[config.mk]
export PLATFORM = sky130hd
export DESIGN_NAME = adaptive_energy_endpointer_top_flat
export DESIGN_NICKNAME = d
export VERILOG_FILES = /design/src/rtl/aee_pkg.sv /design/src/rtl/aee_req_if.sv /design/src/rtl/aee_rsp_if.sv /design/src/rtl/adaptive_energy_endpointer_top.sv /design/src/flat_wrapper.sv
export SDC_FILE = /design/constraint.sdc
export NUM_CORES = 2
export LEC_CHECK = 0
export BUFFER_PORTS_ARGS = -buffer_cell sky130_fd_sc_hd__buf_4
export CELL_PAD_IN_SITES_DETAIL_PLACEMENT = 1
export CELL_PAD_IN_SITES_GLOBAL_PLACEMENT = 2
export CORE_MARGIN = 2
export CORE_UTILIZATION = 42
export DETAILED_ROUTE_END_ITERATION = 7
export GPL_TIMING_DRIVEN = 0
export MAX_ROUTING_LAYER = met4
export PLACE_DENSITY = 0.9
export SYNTH_ARGS = -nofsm -noshare
export SYNTH_HDL_FRONTEND = slang
export SYNTH_SLANG_ARGS = --single-unit
[constraint.sdc]
create_clock -name clock -period 9.1 [get_ports clock]
set_clock_uncertainty 0.15 [all_clocks]
set_input_delay 0.455 -clock clock [delete_from_list [all_inputs] [get_ports clock]]
set_output_delay 0.455 -clock clock [all_outputs]
set_load 0.01 [all_outputs]
[src/rtl/aee_pkg.sv]
package aee_pkg;

   localparam int ENERGY_W      = 16;  // Q8.8 energy / level / background on the channels
   localparam int EST_W         = 24;  // Q8.16 internal estimates
   localparam int FRAC_SHIFT    = EST_W - ENERGY_W;
   localparam int COUNT_W       = 4;
   localparam int WARMUP_FRAMES = 10;  // 1 .. 15

   localparam int RISE_W   = 16;
   localparam int WEIGHT_W = 8;
   localparam int THRESH_W = 15;
   localparam int CSR_DATA_W  = 16;
   localparam int CSR_INDEX_W = 2;

   localparam logic [RISE_W-1:0]   RISE_RESET   = 16'd3277;
   localparam logic [WEIGHT_W-1:0] WEIGHT_RESET = 8'd1;
   localparam logic [THRESH_W-1:0] THRESH_RESET = 15'd2560;

   // Divider geometry: quotient is one biased estimate, divisor is 2*(n+1)
   localparam int DIV_W       = WEIGHT_W + 1;        // n+1, up to 256
   localparam int DVS_W       = DIV_W + 1;           // 2*(n+1)
   localparam int PROD_W      = EST_W + RISE_W;
   localparam int AVG_PROD_W  = EST_W + WEIGHT_W;
   localparam int NUM_W       = AVG_PROD_W + 2;      // 2*(sum) + d
   localparam int DIV_BITS    = 3;                   // quotient bits per cycle
   localparam int DIV_ITERS   = EST_W / DIV_BITS;
   localparam int ITER_W      = $clog2(DIV_ITERS);
   localparam int PC_W        = 4;

   typedef enum logic [CSR_INDEX_W-1:0] {
      CSR_RISE_FRACTION    = 2'd0,
      CSR_FORGET_WEIGHT    = 2'd1,
      CSR_SPEECH_THRESHOLD = 2'd2,
      CSR_UNUSED           = 2'd3
   } csr_index_type;

   typedef enum logic [3:0] {
      OP_NOP,
      OP_WAIT,         // take a request
      OP_MUL_WARM,     // biased background * count, divisor count+1
      OP_SPEECH_RISE,  // speech decision, difference * rise fraction
      OP_BG_RISE,      // next background after warm-up
      OP_MUL_LEVEL,    // biased level * weight, divisor weight+1
      OP_FIRST,        // first frame of an utterance
      OP_DIV_LOAD,
      OP_DIV_STEP,
      OP_WRITEBACK,
      OP_EMIT
   } uop_type;

   typedef enum logic [2:0] {
      C_NEVER,
      C_ALWAYS,
      C_NO_REQ,
      C_COUNT_ZERO,
      C_WARM_DONE,
      C_DIV_BUSY,
      C_RSP_BUSY
   } ucond_type;

   typedef struct packed {
      uop_type           op;
      ucond_type         cond;
      logic [PC_W-1:0]   target;
   } ucode_type;

   localparam logic [PC_W-1:0] PC_IDLE   = 4'd0;
   localparam logic [PC_W-1:0] PC_RISE   = 4'd4;
   localparam logic [PC_W-1:0] PC_DLOAD  = 4'd7;
   localparam logic [PC_W-1:0] PC_DSTEP  = 4'd8;
   localparam logic [PC_W-1:0] PC_FIRST  = 4'd11;
   localparam logic [PC_W-1:0] PC_EMIT   = 4'd15;

   // Falling through goes to the next step; the last step wraps to idle.
   function automatic ucode_type ucode_rom(input logic [PC_W-1:0] pc);
      ucode_type w;
      unique case (pc)
         4'd0:    w = '{op: OP_WAIT,        cond: C_NO_REQ,     target: PC_IDLE};
         4'd1:    w = '{op: OP_NOP,         cond: C_COUNT_ZERO, target: PC_FIRST};
         4'd2:    w = '{op: OP_NOP,         cond: C_WARM_DONE,  target: PC_RISE};
         4'd3:    w = '{op: OP_MUL_WARM,    cond: C_ALWAYS,     target: PC_DLOAD};
         4'd4:    w = '{op: OP_SPEECH_RISE, cond: C_NEVER,      target: PC_IDLE};
         4'd5:    w = '{op: OP_BG_RISE,     cond: C_NEVER,      target: PC_IDLE};
         4'd6:    w = '{op: OP_MUL_LEVEL,   cond: C_NEVER,      target: PC_IDLE};
         4'd7:    w = '{op: OP_DIV_LOAD,    cond: C_NEVER,      target: PC_IDLE};
         4'd8:    w = '{op: OP_DIV_STEP,    cond: C_DIV_BUSY,   target: PC_DSTEP};
         4'd9:    w = '{op: OP_WRITEBACK,   cond: C_ALWAYS,     target: PC_EMIT};
         4'd11:   w = '{op: OP_FIRST,       cond: C_ALWAYS,     target: PC_EMIT};
         4'd15:   w = '{op: OP_EMIT,        cond: C_RSP_BUSY,   target: PC_EMIT};
         default: w = '{op: OP_NOP,         cond: C_ALWAYS,     target: PC_IDLE};
      endcase
      return w;
   endfunction

endpackage

[src/rtl/aee_req_if.sv]
interface aee_req_if
   import aee_pkg::*;
();
   logic                       valid;
   logic                       ready;
   logic signed [ENERGY_W-1:0] frame_energy;
   logic                       restart;

   modport source (output valid, output frame_energy, output restart, input ready);
   modport sink   (input valid, input frame_energy, input restart, output ready);
endinterface

[src/rtl/aee_rsp_if.sv]
interface aee_rsp_if
   import aee_pkg::*;
();
   logic                       valid;
   logic                       ready;
   logic                       is_speech;
   logic signed [ENERGY_W-1:0] level_out;
   logic signed [ENERGY_W-1:0] background_out;

   modport source (output valid, output is_speech, output level_out, output background_out,
                   input ready);
   modport sink   (input valid, input is_speech, input level_out, input background_out,
                   output ready);
endinterface

[src/rtl/adaptive_energy_endpointer_top.sv]
// Channel   Dir  Handshake            Payload
// req_ch    in   valid/ready          frame_energy[15:0] s Q8.8, restart
// rsp_ch    out  valid/ready          is_speech, level_out[15:0], background_out[15:0]
// csr_*     in   csr_wen (no wait)    csr_index[1:0], csr_wdata[15:0]
//
// One request at a time. After acceptance the first-frame step runs for the first frame
// of an utterance; warm-up runs a multiply, the divide and write-back; later frames run
// the speech decision, background rise, level multiply, divide and write-back. The emit
// step loads the result register. The radix-8 restoring divider forms the rounded means.
// Reset is synchronous: estimates and frame count clear, registers take defaults.
// A result waiting in the output register does not block the next request; a
// new result is held back only while the previous one has not been taken.

module adaptive_energy_endpointer_top
   import aee_pkg::*;
(
   input  logic                   clock,
   input  logic                   reset,
   aee_req_if.sink                req_ch,
   aee_rsp_if.source              rsp_ch,
   input  logic                   csr_wen,
   input  logic [CSR_INDEX_W-1:0] csr_index,
   input  logic [CSR_DATA_W-1:0]  csr_wdata
);

   localparam logic [EST_W-1:0] SIGN_FLIP = {1'b1, {(EST_W-1){1'b0}}};

   // Configuration registers
   logic [RISE_W-1:0]   rise_ff,   rise_in;
   logic [WEIGHT_W-1:0] weight_ff, weight_in;
   logic [THRESH_W-1:0] thresh_ff, thresh_in;

   // Sequencer
   logic [PC_W-1:0]   pc_ff, pc_in;
   ucode_type         uword;
   logic              cond_true;

   // Block state and datapath registers
   logic signed [EST_W-1:0] bg_ff, bg_in;
   logic signed [EST_W-1:0] lv_ff, lv_in;
   logic [COUNT_W-1:0]      count_ff, count_in;
   logic signed [EST_W-1:0] energy_ff, energy_in;
   logic signed [EST_W-1:0] bg_next_ff, bg_next_in;
   logic                    speech_ff, speech_in;
   logic                    warm_ff, warm_in;
   logic [PROD_W-1:0]       prod_ff, prod_in;
   logic [DIV_W-1:0]        d_ff, d_in;
   logic [DVS_W-1:0]        rem_ff, rem_in;
   logic [EST_W-1:0]        quo_ff, quo_in;
   logic [ITER_W-1:0]       iter_ff, iter_in;

   // Result register
   logic                       rsp_valid_ff, rsp_valid_in;
   logic                       rsp_speech_ff, rsp_speech_in;
   logic signed [ENERGY_W-1:0] rsp_level_ff, rsp_level_in;
   logic signed [ENERGY_W-1:0] rsp_bg_ff, rsp_bg_in;

   logic                    req_accept;
   logic                    rsp_busy;
   logic [EST_W-1:0]        mul_a;
   logic [RISE_W-1:0]       mul_b;

   assign uword       = ucode_rom(pc_ff);
   // hold off requests while reset is asserted
   assign req_ch.ready = (uword.op == OP_WAIT) && !reset;
   assign req_accept  = req_ch.valid && req_ch.ready;
   assign rsp_busy    = rsp_valid_ff && !rsp_ch.ready;

   assign rsp_ch.valid          = rsp_valid_ff;
   assign rsp_ch.is_speech      = rsp_speech_ff;
   assign rsp_ch.level_out      = rsp_level_ff;
   assign rsp_ch.background_out = rsp_bg_ff;

   // Configuration writes
   always_comb begin
      rise_in   = rise_ff;
      weight_in = weight_ff;
      thresh_in = thresh_ff;
      if (csr_wen) begin
         unique case (csr_index_type'(csr_index))
            CSR_RISE_FRACTION:    rise_in   = csr_wdata[RISE_W-1:0];
            CSR_FORGET_WEIGHT:    weight_in = csr_wdata[WEIGHT_W-1:0];
            CSR_SPEECH_THRESHOLD: thresh_in = csr_wdata[THRESH_W-1:0];
            CSR_UNUSED:           ;
         endcase
      end
   end

   // Branch conditions: a true condition jumps, else advance one step
   always_comb begin
      unique case (uword.cond)
         C_NEVER:      cond_true = 1'b0;
         C_ALWAYS:     cond_true = 1'b1;
         C_NO_REQ:     cond_true = !req_accept;
         C_COUNT_ZERO: cond_true = (count_ff == '0);
         C_WARM_DONE:  cond_true = (count_ff >= COUNT_W'(WARMUP_FRAMES));
         C_DIV_BUSY:   cond_true = (iter_ff != ITER_W'(DIV_ITERS - 1));
         C_RSP_BUSY:   cond_true = rsp_busy;
         default:      cond_true = 1'b0;
      endcase
      pc_in = cond_true ? uword.target : pc_ff + PC_W'(1);
   end

   // Shared multiplier operands; estimates go in with the sign bit flipped
   // so that the averaging divide works on unsigned values.
   always_comb begin
      mul_a = (bg_ff ^ SIGN_FLIP);
      mul_b = {{(RISE_W-COUNT_W){1'b0}}, count_ff};
      unique case (uword.op)
         OP_MUL_LEVEL: begin
            mul_a = (lv_ff ^ SIGN_FLIP);
            mul_b = {{(RISE_W-WEIGHT_W){1'b0}}, weight_ff};
         end
         OP_SPEECH_RISE: begin
            mul_a = energy_ff - bg_ff;   // nonnegative whenever it is used
            mul_b = rise_ff;
         end
         default: ;
      endcase
   end

   // Datapath, one operation per control word
   always_comb begin
      logic signed [EST_W:0]    lb_diff;
      logic signed [EST_W:0]    thresh_q;
      logic [PROD_W-1:0]        rounded;
      logic [AVG_PROD_W:0]      sum;
      logic [NUM_W-1:0]         numer;
      logic [DVS_W-1:0]         r;
      logic [EST_W-1:0]         q;
      logic signed [EST_W-1:0]  q_signed;

      bg_in         = bg_ff;
      lv_in         = lv_ff;
      count_in      = count_ff;
      energy_in     = energy_ff;
      bg_next_in    = bg_next_ff;
      speech_in     = speech_ff;
      warm_in       = warm_ff;
      prod_in       = prod_ff;
      d_in          = d_ff;
      rem_in        = rem_ff;
      quo_in        = quo_ff;
      iter_in       = iter_ff;
      rsp_valid_in  = rsp_valid_ff && !rsp_ch.ready;
      rsp_speech_in = rsp_speech_ff;
      rsp_level_in  = rsp_level_ff;
      rsp_bg_in     = rsp_bg_ff;

      lb_diff  = {lv_ff[EST_W-1], lv_ff} - {bg_ff[EST_W-1], bg_ff};
      thresh_q = {2'b00, thresh_ff, {FRAC_SHIFT{1'b0}}};
      rounded  = prod_ff + PROD_W'(32'h8000);
      sum      = {1'b0, prod_ff[AVG_PROD_W-1:0]} + {{(AVG_PROD_W-EST_W+1){1'b0}},
                                                     (energy_ff ^ SIGN_FLIP)};
      numer    = {sum, 1'b0} + {{(NUM_W-DIV_W){1'b0}}, d_ff};
      r        = rem_ff;
      q        = quo_ff;
      q_signed = quo_ff ^ SIGN_FLIP;

      unique case (uword.op)
         OP_WAIT: begin
            if (req_accept) begin
               energy_in = {req_ch.frame_energy, {FRAC_SHIFT{1'b0}}};
               speech_in = 1'b0;
               if (req_ch.restart) count_in = '0;
            end
         end
         OP_MUL_WARM: begin
            prod_in = mul_a * mul_b;
            d_in    = {{(DIV_W-COUNT_W){1'b0}}, count_ff} + DIV_W'(1);
            warm_in = 1'b1;
         end
         OP_SPEECH_RISE: begin
            speech_in = (lb_diff > thresh_q);
            prod_in   = mul_a * mul_b;
         end
         OP_BG_RISE: begin
            // drop at once to a lower energy, else rise by the rounded fraction
            if (energy_ff < bg_ff) bg_next_in = energy_ff;
            else bg_next_in = bg_ff + rounded[PROD_W-1:RISE_W];
         end
         OP_MUL_LEVEL: begin
            prod_in = mul_a * mul_b;
            d_in    = {1'b0, weight_ff} + DIV_W'(1);
            warm_in = 1'b0;
         end
         OP_FIRST: begin
            bg_in    = energy_ff;
            lv_in    = energy_ff;
            count_in = count_ff + COUNT_W'(1);
         end
         OP_DIV_LOAD: begin
            // round to nearest: floor((2*sum + d) / 2d)
            rem_in  = numer[NUM_W-1:EST_W];
            quo_in  = numer[EST_W-1:0];
            iter_in = '0;
         end
         OP_DIV_STEP: begin
            for (int k = 0; k < DIV_BITS; k++) begin
               r = {r[DVS_W-2:0], q[EST_W-1]};
               q = {q[EST_W-2:0], 1'b0};
               if (r >= {d_ff, 1'b0}) begin
                  r    = r - {d_ff, 1'b0};
                  q[0] = 1'b1;
               end
            end
            rem_in  = r;
            quo_in  = q;
            iter_in = iter_ff + ITER_W'(1);
         end
         OP_WRITEBACK: begin
            if (warm_ff) begin
               bg_in    = q_signed;
               lv_in    = energy_ff;
               count_in = count_ff + COUNT_W'(1);
            end else begin
               // hold the level up to the previous background
               lv_in = (q_signed < bg_ff) ? bg_ff : q_signed;
               bg_in = bg_next_ff;
            end
         end
         OP_EMIT: begin
            if (!rsp_busy) begin
               rsp_valid_in  = 1'b1;
               rsp_speech_in = speech_ff;
               rsp_level_in  = lv_ff[EST_W-1:FRAC_SHIFT];
               rsp_bg_in     = bg_ff[EST_W-1:FRAC_SHIFT];
            end
         end
         default: ;
      endcase
   end

   always_ff @(posedge clock) begin
      if (reset) begin
         rise_ff      <= RISE_RESET;
         weight_ff    <= WEIGHT_RESET;
         thresh_ff    <= THRESH_RESET;
         pc_ff        <= PC_IDLE;
         bg_ff        <= '0;
         lv_ff        <= '0;
         count_ff     <= '0;
         speech_ff    <= 1'b0;
         warm_ff      <= 1'b0;
         iter_ff      <= '0;
         rsp_valid_ff <= 1'b0;
      end else begin
         rise_ff      <= rise_in;
         weight_ff    <= weight_in;
         thresh_ff    <= thresh_in;
         pc_ff        <= pc_in;
         bg_ff        <= bg_in;
         lv_ff        <= lv_in;
         count_ff     <= count_in;
         speech_ff    <= speech_in;
         warm_ff      <= warm_in;
         iter_ff      <= iter_in;
         rsp_valid_ff <= rsp_valid_in;
      end
   end

   // Payload registers
   always_ff @(posedge clock) begin
      energy_ff     <= energy_in;
      bg_next_ff    <= bg_next_in;
      prod_ff       <= prod_in;
      d_ff          <= d_in;
      rem_ff        <= rem_in;
      quo_ff        <= quo_in;
      rsp_speech_ff <= rsp_speech_in;
      rsp_level_ff  <= rsp_level_in;
      rsp_bg_ff     <= rsp_bg_in;
   end

endmodule
[src/flat_wrapper.sv]
// flat-port wrapper written by rule: the top's interface ports become plain ports
module adaptive_energy_endpointer_top_flat import aee_pkg::*;
  (clock, reset, csr_wen, csr_index, csr_wdata, req_ch_valid, req_ch_frame_energy, req_ch_restart, req_ch_ready, rsp_ch_valid, rsp_ch_is_speech, rsp_ch_level_out, rsp_ch_background_out, rsp_ch_ready);
  aee_req_if req_ch_i ();
  aee_rsp_if rsp_ch_i ();
  input  logic clock;
  input  logic reset;
  input  logic csr_wen;
  input  logic [CSR_INDEX_W-1:0] csr_index;
  input  logic [CSR_DATA_W-1:0] csr_wdata;
  input wire logic [$bits(req_ch_i.valid)-1:0] req_ch_valid;
  input wire logic [$bits(req_ch_i.frame_energy)-1:0] req_ch_frame_energy;
  input wire logic [$bits(req_ch_i.restart)-1:0] req_ch_restart;
  output wire logic [$bits(req_ch_i.ready)-1:0] req_ch_ready;
  output wire logic [$bits(rsp_ch_i.valid)-1:0] rsp_ch_valid;
  output wire logic [$bits(rsp_ch_i.is_speech)-1:0] rsp_ch_is_speech;
  output wire logic [$bits(rsp_ch_i.level_out)-1:0] rsp_ch_level_out;
  output wire logic [$bits(rsp_ch_i.background_out)-1:0] rsp_ch_background_out;
  input wire logic [$bits(rsp_ch_i.ready)-1:0] rsp_ch_ready;
  assign req_ch_i.valid = req_ch_valid;
  assign req_ch_i.frame_energy = req_ch_frame_energy;
  assign req_ch_i.restart = req_ch_restart;
  assign req_ch_ready = req_ch_i.ready;
  assign rsp_ch_valid = rsp_ch_i.valid;
  assign rsp_ch_is_speech = rsp_ch_i.is_speech;
  assign rsp_ch_level_out = rsp_ch_i.level_out;
  assign rsp_ch_background_out = rsp_ch_i.background_out;
  assign rsp_ch_i.ready = rsp_ch_ready;
  adaptive_energy_endpointer_top u_core (.clock(clock), .reset(reset), .req_ch(req_ch_i), .rsp_ch(rsp_ch_i), .csr_wen(csr_wen), .csr_index(csr_index), .csr_wdata(csr_wdata));
endmodule
# After elaboration in Yosys (flattened, before gate mapping)
# Memory sizes are Yosys's and may differ from the RTL's. A register that Yosys moved wholly into a read port is not among the register bits.
# Index checks and enable logic that the tools add are counted.
[classes]
bitwise = 5
addsub = 14
n_eq_ne = 22
magnitude_cmp = 7
n_mux = 31
reduce_logical = 21
multipliers = 1
[ops]
columns = ["op", "count"]
rows = [
  ["24-bit case mux with 2 select lines", 4],
  ["24-bit 2-to-1 mux", 4],
  ["24-bit < comparator", 2],
  ["9-bit 2-to-1 mux", 5],
  ["40-bit by 16-bit adder with 40-bit output (second input constant)", 1],
  ["24-bit by 16-bit multiplier with 40-bit output", 1],
  ["9-bit case mux with 2 select lines", 2],
  ["33-bit by 9-bit adder with 33-bit output", 1],
  ["32-bit by 24-bit adder with 32-bit output", 1],
  ["16-bit case mux with 2 select lines", 1],
  ["10-bit greater-or-equal comparator", 3],
  ["9-bit subtractor", 3],
  ["25-bit by 24-bit greater-than comparator with 1-bit output", 1],
  ["24-bit by 24-bit subtractor with 25-bit output", 1],
  ["24-bit adder", 1],
  ["24-bit subtractor", 1],
  ["4-bit 2-to-1 mux", 5],
  ["4-bit by 3-bit == test with 1-bit output (second input constant)", 4],
  ["4-bit == test (second input constant)", 3],
  ["4-bit case mux with 3 select lines", 1],
  ["2-bit AND reduction", 6],
  ["8-bit by 1-bit adder with 9-bit output (second input constant)", 1],
  ["3-bit == test (second input constant)", 3],
  ["4-bit by 1-bit adder with 4-bit output (second input constant)", 2],
  ["other kinds (25)", 44],
]
[totals]
register_bits = 256
output_inout_bits = 35
elab_cells = 123
memories = 1
mem_bits_ro = 176
[mem_list]
columns = ["memory", "depth", "word_bits", "read_ports", "rd_ports_with_merged_regs", "write_ports", "line", "text"]
rows = [
  ["(no name shown)", 16, 11, 1, 1, 0, "aee_pkg.sv:77", "unique case (pc)"],
]

# Logic depth before layout (Yosys ltp)
[depth]
word_depth = 9
ltp_mapped = 38
depth_no_buf = 36

# Worst setup path after synthesis
# Ideal clock, no wire load.
[synth_path]
path_type = "reg2reg"
startpoint = "reg u_core.energy_ff[8]"
endpoint = "reg u_core.prod_ff[38], data pin"
setup_time_ps = 262
path_slack_ps = 834
stages_incl_launch_ff = 31
t_arrival_ps = 7854
path_cell_list = "edfxtp_1 -> ha_1 -> nor2b_1 -> a41oi_1 -> o21ai_1 -> a21oi_1 -> o21bai_1 -> a21oi_1 -> xor2_1 -> nor2_1 -> a221oi_1 -> nor2_1 -> fa_1 -> inv_1 -> fa_1 -> fa_1 -> inv_1 -> fa_1 -> fa_1 -> inv_1 -> fa_1 -> inv_1 -> ha_1 -> a2111o_1 -> a221o_1 -> a41o_1 -> a41o_1 -> nand2_1 -> a21oi_1 -> a211oi_1 -> xnor2_1"
[synth_between]
elab_chain_len = 3
[synth_lines]
columns = ["item", "line", "text"]
rows = [
  ["from (decl)", "adaptive_energy_endpointer_top.sv:42", "logic signed [EST_W-1:0] energy_ff, energy_in;"],
  ["from (signal assigned)", "adaptive_energy_endpointer_top.sv:264", "energy_ff <= energy_in;"],
  ["24-bit subtractor", "adaptive_energy_endpointer_top.sv:115", "mul_a = energy_ff - bg_ff;"],
  ["24-bit case mux with 2 select lines", "adaptive_energy_endpointer_top.sv:109", "unique case (uword.op)"],
  ["24-bit by 16-bit multiplier with 40-bit output", "adaptive_energy_endpointer_top.sv:169, adaptive_energy_endpointer_top.sv:175, adaptive_energy_endpointer_top.sv:183", ""],
  ["to (signal assigned)", "adaptive_energy_endpointer_top.sv:266", "prod_ff <= prod_in;"],
  ["to (decl)", "adaptive_energy_endpointer_top.sv:46", "logic [PROD_W-1:0] prod_ff, prod_in;"],
]
# Every way passes these cells.
# A chain may end at the register's enable or synchronous reset.

# Final worst setup path
[layout_path]
startpoint = "reg, netlist name u_core.uword[10]"
endpoint = "reg u_core.prod_ff[39], data pin"
[layout_between]
elab_chain_len = 3
elab_cells_between_ends = 5
cone_classes = "mul (1); eq/ne (2); mux (2)"
[layout_lines]
columns = ["item", "line"]
rows = [
  ["4-bit by 2-bit == test with 1-bit output or 4-bit by 3-bit == test with 1-bit output (tied branches)", "adaptive_energy_endpointer_top.sv:109, adaptive_energy_endpointer_top.sv:160"],
  ["24-bit case mux with 2 select lines or 16-bit case mux with 2 select lines (tied branches)", "adaptive_energy_endpointer_top.sv:109"],
  ["24-bit by 16-bit multiplier with 40-bit output (*)", "adaptive_energy_endpointer_top.sv:169, adaptive_energy_endpointer_top.sv:175, adaptive_energy_endpointer_top.sv:183"],
]
# Every way passes the cells marked *; elsewhere a longest branch is shown, timed or not.

==> metrics.cfg <==
[logic_synthesis]
synth_area_leaders=fa_1 (21%), edfxtp_1 (16%), ha_1 (12%)
synth_top_area_cell=fa_1
avgSynthCellArea_um2=8.99
synth-main-ff-cell=edfxtp_1
ys_ff_latch=266
syn_inst=3341
synthesis.area_um2=30000
syn_nets=3973
async_flop_share_pct=0
yosysSeqAreaShare_pct=22.9
synth_edf_count=155
ys_warn_count=0
synth_top_area_share_pct=20.9
synth_cell_types=91

[detailed_routing]
vias=25800
drtPass1Iterations=5
drt_iter0_markers=1954
wl_um=111000
drc=0
wl_per_cell_um=24.7
via_per_inst=5.75
drt.antenna.violating_nets=0

[setup_path]
critPathMaxStageDelay_ns=0.56
regToRegStartpoint=u_core.uword[10]
cp.arrival_ns=9.00
path_class=register to register
cp_slowest_cell=fa_1
crit_required_ns=9.27
startpoint=u_core.uword[10]
critPathTopFamily=adder cells
endpoint_kind=register
path_buf_inv=8
rrSetupSlack_ns=0.26
worstPathMaxFanout=10
cp-start-kind=register
critical_path.most_common_cell=fa_1

[pwr]
leakage_nw=14.7
irDropWorstVdd_uv=173
combinationalPowerShare_pct=58.2
power_frac_seq_pct=23.5
swShare_pct=48.4
clock_power_share_pct=18.3
p_switching_mw=3.61
p_int_mw=3.85
p_per_area_nw_per_um2=220
total_power_mw=7.46

[die]
fp-row-count=98
pin_count=75
die_h_um=271
dieArea_um2=73600
die_x_um=271
floorplan.core_area_um2=71100
start_util_pct=42.2

[final_layout]
final_util_pct=47.7
area_growth_pct=13.0
drive_above_1_share_pct=9.92
nets=4136

[sta]
final-hold-violation-count=0
slew_viol_final=0
finalCritPeriodShare_pct=97.1
fin_tns_setup_ns=0
finalSetupViolCount=0
max_freq_mhz=113
whs_ns=0.0141
relSlewSlack_pct=20.0
tightest_slew_ns=1.19
finalCriticalPeriod_ns=8.84

[grt]
antenna_found_initial=3
grt_overflow=0
grt_pass1_vias=26700
grt_usage_pct=30.8
grt_pass1_wl_um=166000
grt_max_degree=34

[placed_design]
globalplace.congestion=0.963
dp_hpwl_um=90600
io_buffers=74

[status]
status=finished clean

[job]
cap_violations=0

[cts]
path_clk_slew_ns=0.07
cts_buffers=34
cts_sinks=266
h-tree-depth=2
cts_tree=done
clk_latency_ns=0.56
clk_path_buf_depth=3
cts_root_buf=clkbuf_16

[worst_hold_path]
min-delay-start=csr_wdata[1]
worstHoldPathType=input port to register

-- cells by family after synthesis --
family          after synthesis  share of synthesized area (%)
xor+xnor                    185                           5.47
fa+ha+maj                   592                           32.5
simple gates               1040                           15.4
mux                          94                           3.28
compound gates              617                           13.5
flops                       266                           22.9
buf+inv                     547                           6.98
-- cell usage in the layout, fill, tap and decap left out, types with 60 or more instances in the layout --
cell type	count
inv_1	422
edfxtp_1	155
a21o_1	81
a21oi_1	174
mux2i_1	60
ha_1	277
clkbuf_1	60
o21ai_0	86
fa_1	313
dfxtp_1	100
nand2_1	440
xor2_1	68
xnor2_1	112
nor2_1	307
buf_4	113
-- cell usage after synthesis, types with 20 or more instances --
| master | number |
|---|---|
| nand2_1 | 446 |
| inv_1 | 423 |
| fa_1 | 313 |
| nor2_1 | 310 |
| ha_1 | 279 |
| a21oi_1 | 181 |
| edfxtp_1 | 155 |
| xnor2_1 | 114 |
| dfxtp_1 | 111 |
| clkbuf_1 | 99 |
| o21ai_0 | 88 |
| a21o_1 | 83 |
| xor2_1 | 68 |
| mux2i_1 | 60 |
| nand3_1 | 49 |
| nor3_1 | 36 |
| nor2b_1 | 32 |
| and2_1 | 29 |
| and3_1 | 27 |
| nand2b_1 | 26 |
| a211oi_1 | 23 |
| nand4_1 | 23 |
| a22oi_1 | 22 |
| mux2_2 | 22 |
| o21a_1 | 22 |
| o211ai_1 | 21 |
| o21ai_1 | 20 |
| o22ai_1 | 20 |
-- worst paths after layout --
check                        endpoint  cells after the start
setup / recovery   u_core.prod_ff[39]                     30
setup reg to reg   u_core.prod_ff[39]                     30
hold / removal    u_core.weight_ff[1]                      3
hold reg to reg   u_core.thresh_ff[4]                      2
-- metal layers --
metal / share of wire (%) / vias to the layer above / GRT usage, % / wire length [um]
met5: 0 / - / - / 0
met4: 4.0 / 0 / 10.9 / 4470
met3: 6.7 / 192 / 4.48 / 7390
met2: 45 / 851 / 47.6 / 50300
met1: 44 / 13200 / 41.3 / 48600
li1: - / 11600 / - / -
-- state kept, by name, indices dropped and copies added, names as in the netlist, 10 cells and up --
register                      count
u_core.prod_ff                   40
u_core.bg_ff                     24
u_core.bg_next_ff                24
u_core.lv_ff                     24
u_core.quo_ff                    24
u_core.energy_ff                 16
u_core.rise_ff                   16
u_core.rsp_ch.background_out     16
u_core.rsp_ch.level_out          16
u_core.thresh_ff                 15
u_core.uword                     10
-- through the flow --
step	std cells	instance area [um2]	setup WS, ns
global placement	4365	31800	-1.15
global route	4481	33900	-0.0689
detailed placement	4376	31900	-1.10
CTS	4450	33500	0.0125
floorplan	3341	30000	0.834
finish	4481	33900	0.265
-- timing repair --
| item | in CTS | in global routing |
|---|---|---|
| pin swaps | 1 | 15 |
| setup endpoints to repair | 23 | 18 |
| hold buffers | 24 | 0 |
| resized for setup | 75 | 64 |
| endpoints found under the hold margin | 24 | 0 |
| buffers inserted | 1 | 33 |
-- worst min-delay path, stage by stage --
cell and delay [ns]:
buf_4 0.10, mux2i_1 0.06, nor2_1 0.07
-- final cells by class --
class	instances	area, um2
fill	8348	37200
multi-input combinational	2528	21500
sequential	266	6900
inverter	424	1590
timing repair buffer	143	1200
tap	950	1190
clock buffer	41	907
buffer	107	493
clock inverter	21	185
antenna	1	2.50
-- power groups by stage --
stage | clock [mW] | combinational, mW | sequential (mW)
after floorplan | 0 | 2.75 | 1.62
after global placement | 0 | 3.94 | 1.76
final | 1.37 | 4.34 | 1.75
after detailed placement | 0 | 4.05 | 1.75
after global routing | 1.42 | 4.70 | 1.76
after CTS | 1.38 | 4.12 | 1.74
(Power assumes the default switching activity.)
